### config.mk
export PLATFORM = sky130hd
export DESIGN_NAME = gcd_lcm_unit
export DESIGN_NICKNAME = d
export VERILOG_FILES = /design/src/rtl/gclu_pkg.sv /design/src/rtl/gclu_div.sv /design/src/rtl/gclu_mul.sv /design/src/rtl/gcd_lcm_unit.sv
export SDC_FILE = /design/constraint.sdc
export NUM_CORES = 1
export LEC_CHECK = 0
export BUFFER_PORTS_ARGS = -buffer_cell sky130_fd_sc_hd__buf_2
export CORE_MARGIN = 2
export CORE_UTILIZATION = 50
export DETAILED_ROUTE_END_ITERATION = 16
export PLACE_DENSITY_LB_ADDON = 0.05
export SYNTH_ARGS = -nofsm -noshare
export SYNTH_HDL_FRONTEND = slang
export SYNTH_SLANG_ARGS = --single-unit
export TNS_END_PERCENT = 1
### constraint.sdc
create_clock -name clk -period 11.5 [get_ports clk]
set_clock_uncertainty 0.2 [all_clocks]
set_input_delay 1.725 -clock clk [delete_from_list [all_inputs] [get_ports clk]]
set_output_delay 1.725 -clock clk [all_outputs]
set_load 0.02 [all_outputs]
### src/rtl/gclu_pkg.sv
// package with word types, states and defaults for the gcd and lcm unit
`timescale 1ns / 1ps

package gclu_pkg;

  localparam int GCLU_WIDTH = 32;

  typedef struct packed {
    logic [31:0] operand_a;
    logic [31:0] operand_b;
  } in_word_t;

  typedef struct packed {
    logic [31:0] divisor;
    logic [63:0] multiple;
  } out_word_t;

  typedef enum logic [5:0] {
    S_IDLE   = 6'b000001,
    S_EUCLID = 6'b000010,
    S_GDIV   = 6'b000100,
    S_LDIV   = 6'b001000,
    S_MUL    = 6'b010000,
    S_FIN    = 6'b100000
  } state_t;

endpackage

### src/rtl/gclu_div.sv
// iterative restoring divider, one quotient bit per cycle
`timescale 1ns / 1ps

module gclu_div import gclu_pkg::*; #(
  parameter int WIDTH = GCLU_WIDTH
) (
  input  logic             clk,
  input  logic             rst,
  input  logic             start,
  input  logic [WIDTH-1:0] dividend,
  input  logic [WIDTH-1:0] divisor,
  output logic             done,
  output logic [WIDTH-1:0] quotient,
  output logic [WIDTH-1:0] remainder
);

  localparam int CW = $clog2(WIDTH + 1);

  logic [WIDTH-1:0] rem;
  logic [WIDTH-1:0] quo;
  logic [WIDTH-1:0] dvs;
  logic [CW-1:0]    cnt;
  logic             busy;
  logic [WIDTH:0]   rem_sh;
  logic [WIDTH:0]   diff;
  logic             ge;

  assign rem_sh = {rem, quo[WIDTH-1]};
  assign diff   = rem_sh - {1'b0, dvs};
  assign ge     = ~diff[WIDTH];

  always_ff @(posedge clk) begin
    if (rst) begin
      busy <= 1'b0;
      cnt  <= '0;
    end else if (start) begin
      busy <= 1'b1;
      cnt  <= CW'(WIDTH);
    end else if (busy) begin
      if (cnt == '0) begin
        busy <= 1'b0;
      end else begin
        cnt <= cnt - CW'(1);
      end
    end
  end

  always_ff @(posedge clk) begin
    if (start) begin
      rem <= '0;
      quo <= dividend;
      dvs <= divisor;
    end else if (busy && cnt != '0) begin
      rem <= ge ? diff[WIDTH-1:0] : rem_sh[WIDTH-1:0];
      quo <= {quo[WIDTH-2:0], ge};
    end
  end

  assign done      = busy && (cnt == '0);
  assign quotient  = quo;
  assign remainder = rem;

endmodule

### src/rtl/gclu_mul.sv
// shift-add multiplier, one multiplier bit per cycle
`timescale 1ns / 1ps

module gclu_mul import gclu_pkg::*; #(
  parameter int WIDTH = GCLU_WIDTH
) (
  input  logic               clk,
  input  logic               rst,
  input  logic               start,
  input  logic [WIDTH-1:0]   mcand_in,
  input  logic [WIDTH-1:0]   mplier_in,
  output logic               done,
  output logic [2*WIDTH-1:0] product
);

  localparam int CW = $clog2(WIDTH + 1);

  logic [2*WIDTH-1:0] acc;
  logic [2*WIDTH-1:0] mcand;
  logic [WIDTH-1:0]   mplier;
  logic [CW-1:0]      cnt;
  logic               busy;

  always_ff @(posedge clk) begin
    if (rst) begin
      busy <= 1'b0;
      cnt  <= '0;
    end else if (start) begin
      busy <= 1'b1;
      cnt  <= CW'(WIDTH);
    end else if (busy) begin
      if (cnt == '0) begin
        busy <= 1'b0;
      end else begin
        cnt <= cnt - CW'(1);
      end
    end
  end

  always_ff @(posedge clk) begin
    if (start) begin
      acc    <= '0;
      mcand  <= {{WIDTH{1'b0}}, mcand_in};
      mplier <= mplier_in;
    end else if (busy && cnt != '0) begin
      if (mplier[0]) begin
        acc <= acc + mcand;
      end
      mcand  <= {mcand[2*WIDTH-2:0], 1'b0};
      mplier <= {1'b0, mplier[WIDTH-1:1]};
    end
  end

  assign done    = busy && (cnt == '0);
  assign product = acc;

endmodule

### src/rtl/gcd_lcm_unit.sv
// gcd and lcm unit: euclid on a shared divider, lcm by divide and shift-add multiply
//
// input channel in_valid / in_stall / in_data carries two unsigned operands;
// bits at or above WIDTH are ignored. output channel out_valid / out_stall /
// out_data carries one word per input word: the gcd and the double-width lcm.
// a zero operand gives the other operand as gcd and a zero lcm.
// one word is worked on at a time; in_stall is high from acceptance until the
// result has moved into the output register.
// a word takes k euclid remainder steps (at most about 46 at 32 bits), each
// occupying the divider, then for the lcm one more divide and a multiply,
// plus sequencing; the shared restoring divider, one quotient bit per cycle,
// dominates the time a word takes.
// the output register holds a finished word while out_stall is high; the next
// input word is accepted then, and its result waits until the register frees.
// reset (rst, synchronous) returns the sequencer to idle and drops out_valid.
`timescale 1ns / 1ps

module gcd_lcm_unit import gclu_pkg::*; #(
  parameter int WIDTH = GCLU_WIDTH
) (
  input  logic      clk,
  input  logic      rst,
  input  logic      in_valid,
  output logic      in_stall,
  input  in_word_t  in_data,
  output logic      out_valid,
  input  logic      out_stall,
  output out_word_t out_data
);

  state_t state;
  state_t state_next;

  logic [WIDTH-1:0]   x;
  logic [WIDTH-1:0]   y;
  logic [WIDTH-1:0]   a_op;
  logic [WIDTH-1:0]   b_op;
  logic [2*WIDTH-1:0] prod;

  logic               div_start;
  logic [WIDTH-1:0]   div_n;
  logic [WIDTH-1:0]   div_d;
  logic               div_done;
  logic [WIDTH-1:0]   div_quo;
  logic [WIDTH-1:0]   div_rem;
  logic               mul_start;
  logic               mul_done;
  logic [2*WIDTH-1:0] mul_prod;
  logic               out_free;
  logic               ops_zero;

  assign out_free = ~out_valid | ~out_stall;
  assign ops_zero = (a_op == '0) || (b_op == '0);
  assign in_stall = (state != S_IDLE);

  always_comb begin
    state_next = state;
    div_start  = 1'b0;
    div_n      = a_op;
    div_d      = x;
    mul_start  = 1'b0;
    unique case (state)
      S_IDLE: begin
        if (in_valid) state_next = S_EUCLID;
      end
      S_EUCLID: begin
        if (y != '0) begin
          div_start  = 1'b1;
          div_n      = x;
          div_d      = y;
          state_next = S_GDIV;
        end else if (ops_zero) begin
          state_next = S_FIN;
        end else begin
          div_start  = 1'b1;
          state_next = S_LDIV;
        end
      end
      S_GDIV: begin
        if (div_done) state_next = S_EUCLID;
      end
      S_LDIV: begin
        if (div_done) begin
          mul_start  = 1'b1;
          state_next = S_MUL;
        end
      end
      S_MUL: begin
        if (mul_done) state_next = S_FIN;
      end
      S_FIN: begin
        if (out_free) state_next = S_IDLE;
      end
      default: state_next = S_IDLE;
    endcase
  end

  always_ff @(posedge clk) begin
    if (rst) begin
      state     <= S_IDLE;
      out_valid <= 1'b0;
    end else begin
      state <= state_next;
      if (state == S_FIN && out_free) begin
        out_valid <= 1'b1;
      end else if (!out_stall) begin
        out_valid <= 1'b0;
      end
    end
  end

  always_ff @(posedge clk) begin
    unique case (state)
      S_IDLE: begin
        a_op <= in_data.operand_a[WIDTH-1:0];
        b_op <= in_data.operand_b[WIDTH-1:0];
        x    <= in_data.operand_a[WIDTH-1:0];
        y    <= in_data.operand_b[WIDTH-1:0];
        prod <= '0;
      end
      S_GDIV: begin
        if (div_done) begin
          x <= y;
          y <= div_rem;
        end
      end
      S_MUL: begin
        if (mul_done) prod <= mul_prod;
      end
      S_FIN: begin
        if (out_free) begin
          out_data.divisor  <= 32'(x);
          out_data.multiple <= 64'(prod);
        end
      end
      default: begin
      end
    endcase
  end

  gclu_div #(.WIDTH(WIDTH)) u_div (
    .clk       (clk),
    .rst       (rst),
    .start     (div_start),
    .dividend  (div_n),
    .divisor   (div_d),
    .done      (div_done),
    .quotient  (div_quo),
    .remainder (div_rem)
  );

  gclu_mul #(.WIDTH(WIDTH)) u_mul (
    .clk       (clk),
    .rst       (rst),
    .start     (mul_start),
    .mcand_in  (div_quo),
    .mplier_in (b_op),
    .done      (mul_done),
    .product   (mul_prod)
  );

endmodule

==> results.tsv <==
stage	metric	value	unit
logic_synthesis	netlist_instances	2575	
worst_setup_path	critical_path.top_delay_family	compound AO/OA/AOI/OAI gates	
clocking	cts.clk_slew.worst_paths	0.06	ns
timing	finalSetupViolations	0	
logic_synthesis	synth_top_area_frac	0.465	
min_path	min-delay-path-class	reg -> reg	
floorplan	die_area	55600	sq um
final_layout	fin_nets	2869	
logic_synthesis	top_cells_by_area_in_the_synthesized_netlist	sky130_fd_sc_hd__edfxtp_1 46%, sky130_fd_sc_hd__dfxtp_1 11%, sky130_fd_sc_hd__nand2_1 8.3%	
worst_setup_path	startpoint_type	flop	
floorplan	row_count	84	
worst_setup_path	worst-r2r-cell-count	14	
min_path	hold_path.startpoint	prod[4]$_SDFFCE_PN0P_	
clocking	cts_post_setup_buffers_inserted	0	
place	dpl.hpwl	47400	um
logic_synthesis	number_of_enable_type_register_cells_in_the_synthesized_netlist	416	
timing	totalNegativeSetupSlack	0	ns
clocking	cts-htree-levels	2	
drt	antenna_left	0	
min_path	cell_depth_of_the_worst_hold_path	0	
timing	rsz0062_at_grt	no	
clocking	clock_path_buffers	3	
worst_setup_path	timing.critical_path.cells	inv_1, ha_1, fa_1, nor2b_1, o31a_1, o221a_2, o2111ai_2, o21ai_2, o2111ai_2, nand4_1, nand3_2, a211oi_1, a21oi_1, a211oi_1	
logic_synthesis	netlist_top_cells_count	598 x sky130_fd_sc_hd__nand2_1, 416 x sky130_fd_sc_hd__edfxtp_1, 248 x sky130_fd_sc_hd__a21oi_1	
drt	drc_markers	0	
clocking	clock_tree_from_tritoncts	yes	
worst_setup_path	critical_path.max_stage_delay	0.62	ns
drt	routed_via_density	5.64	
logic_synthesis	synth_nets	2744	
logic_synthesis	flip_flop_and_latch_count_after_synthesis	565	
place	placement.setup.worst_slack	7.32	ns
logic_synthesis	dominantRegCellSynth	sky130_fd_sc_hd__edfxtp_1	
worst_setup_path	worst_ep_arrival_time	4.52	ns
floorplan	design.core.area	52900	sq um
timing	timing.final.hold_violations	0	
logic_synthesis	synthMostInstantiatedCell	sky130_fd_sc_hd__nand2_1	
status	status	completed	
worst_setup_path	worst_ep_required_time	11.83	ns
power	p_leak	12.3	nW
worst_setup_path	regToRegEndpoint	u_div.remainder[4]$_SDFFE_PP0P_	
floorplan	floorplan.initialDensity	0.509	
timing	tightestPinTransition	1.16	ns
global_routing	grt_max_degree	107	
final_layout	final_layout_size_suffix_gt1_frac	0.128	
run	drv.max_cap_violation_count	0	
timing	report.final.slew_viol_count	0	
clocking	clk-insertion-delay-late	0.61	ns
drt	wl_per_cell	19.5	um
timing	fmaxAchievable	238	MHz
drt	detailedRoute.firstPassIterationCount	5	
final_layout	number_of_diodes	0	
timing	final_ws_setup	7.31	ns
logic_synthesis	ys_async_sr_fraction	0	
worst_setup_path	regToRegStartpoint	u_div.quotient[31]$_DFFE_PP_	
logic_synthesis	syn-cell-area	26900	sq um
clocking	numCtsBuffers	59	
clocking	cts_hold_repair.buffers	0	
clocking	clk_root_buffer_cell	sky130_fd_sc_hd__clkbuf_16	
clocking	numClockSinks	565	
logic_synthesis	seq_total_area_yosys	0.576	
drt	dr_total_vias	19300	
global_routing	antenna_found_initial	1	
timing	final_min_period_over_clock_period	0.365	
global_routing	track_usage	0.237	
power	max-vdd-ir-drop	0.159	mV
place	i_o_buffers	165	
logic_synthesis	warnings_from_yosys	0	
worst_setup_path	reg2reg_slack	7.31	ns
final_layout	final_util	0.573	
worst_setup_path	crit_buf_inv	1	
worst_setup_path	end_kind	flop	
drt	wirelength	66900	um
timing	slew_headroom	0.225	
min_path	endpoint_of_the_worst_hold_timing_path	out_data[4]$_DFFE_PP_	
place	place_inst	3327	
worst_setup_path	highest_delay_cell_along_the_critical_path	sky130_fd_sc_hd__nand3_2	
power	cellPowerDensity	191	nW/um^2
place	place.gp.congestion	0.952	
final_layout	post_layout_nonfiller_instances	3433	
worst_setup_path	crit_path_max_fanout	37	
global_routing	overflow	0	
logic_synthesis	synth.avg_cell_area	10.4	sq um
logic_synthesis	synth_area_leader_cell	sky130_fd_sc_hd__edfxtp_1	
global_routing	first_global_vias	18700	
worst_setup_path	worst-setup-path-type	reg -> reg	
floorplan	dieWidth	236	um
logic_synthesis	synth_cell_type_count	81	
drt	drt_iter0_markers	1556	
timing	period_needed	4.19	ns
clocking	cts_resized	0	
floorplan	die_h	236	um
final_layout	area_growth_from_synthesis_to_layout	12.8	%
floorplan	ios	166	
global_routing	grt_pass1_wl	104000	um
-- metal layers --
| metal | GRT usage | part of all wire | routed length, um |
|---|---|---|---|
| met1 | 0.320 | 0.45 | 30000 |
| met2 | 0.405 | 0.48 | 32400 |
| met3 | 0.0273 | 0.044 | 2960 |
| met4 | 0.0699 | 0.025 | 1660 |
| met5 | 0 | 0 | 0 |
-- layout by cell type (no fill, tap or decap), drive strengths merged, types with 12 or more instances in the layout --
cell type / count
nand2: 598
edfxtp: 416
a21oi: 249
buf: 185
nor2: 167
dfxtp: 149
ha: 99
and2: 75
o21ai: 72
inv: 64
clkbuf: 64
xnor2: 52
a21o: 49
mux2i: 43
nor4: 36
mux2: 34
nand4: 33
nor3: 33
xor2: 31
a211oi: 30
nand3: 21
clkinv: 21
a31oi: 19
o21bai: 16
nand2b: 14
nor3b: 14
o21a: 13
nor2b: 13
and3: 12
-- how the worst max path moves through the flow --
stage                                            start                               end  slack, ns  cells after the start
after floorplan                              out_stall             out_data[0]$_DFFE_PP_       4.34                      1
after global placement    u_div.quotient[31]$_DFFE_PP_   u_div.remainder[4]$_SDFFE_PP0P_       7.44                     14
after detailed placement  u_div.quotient[31]$_DFFE_PP_  u_div.remainder[21]$_SDFFE_PP0P_       7.32                     13
after CTS                 u_div.quotient[31]$_DFFE_PP_  u_div.remainder[21]$_SDFFE_PP0P_       7.34                     13
after global routing      u_div.quotient[31]$_DFFE_PP_  u_div.remainder[21]$_SDFFE_PP0P_       7.06                     13
final                     u_div.quotient[31]$_DFFE_PP_   u_div.remainder[4]$_SDFFE_PP0P_       7.31                     14
-- kinds of logic after synthesis --
family          count (synthesis)  share of synthesized area
fa+ha+maj                     101                     0.0476
simple gates                 1052                      0.174
mux                            77                     0.0303
compound gates                514                      0.119
buf+inv                       183                     0.0265
flops                         565                      0.576
xor+xnor                       83                     0.0270
-- where the power goes --
group / internal (W) / switching (W)
Sequential: 0.00256 / 0.000201
Clock: 0.00119 / 0.000794
Combinational: 0.000391 / 0.000668
Total: 0.00414 / 0.00166
-- sequential cells by signal, indices dropped and copies added (netlist names) --
register	count
u_div.quotient	32
prod	64
u_mul.busy	1
u_div.dvs	32
u_mul.product	64
out_valid	1
u_div.busy	1
u_div.cnt	6
y	32
u_mul.mcand	64
a_op	32
x	32
b_op	32
u_mul.mplier	32
u_div.remainder	32
u_mul.cnt	6
state	6
out_data	96
-- metrics by stage --
stage	area (sq um)	hold slack (ns)	power [W]
floorplan	26900	0.200	0.00353
global placement	28300	0.202	0.00383
detailed placement	28300	0.205	0.00385
CTS	30300	0.216	0.00583
global route	30300	0.222	0.00606
finish	30300	0.217	0.00580
-- cell type report --
type,instances,area [sq um]
clock buffer,64,1510
clock inverter,42,499
fill,4550,22500
inverter,62,233
multi-input combinational,1827,10800
sequential,565,15500
tap,688,861
timing repair buffer,185,976
Power figures use the tool's default switching activity.
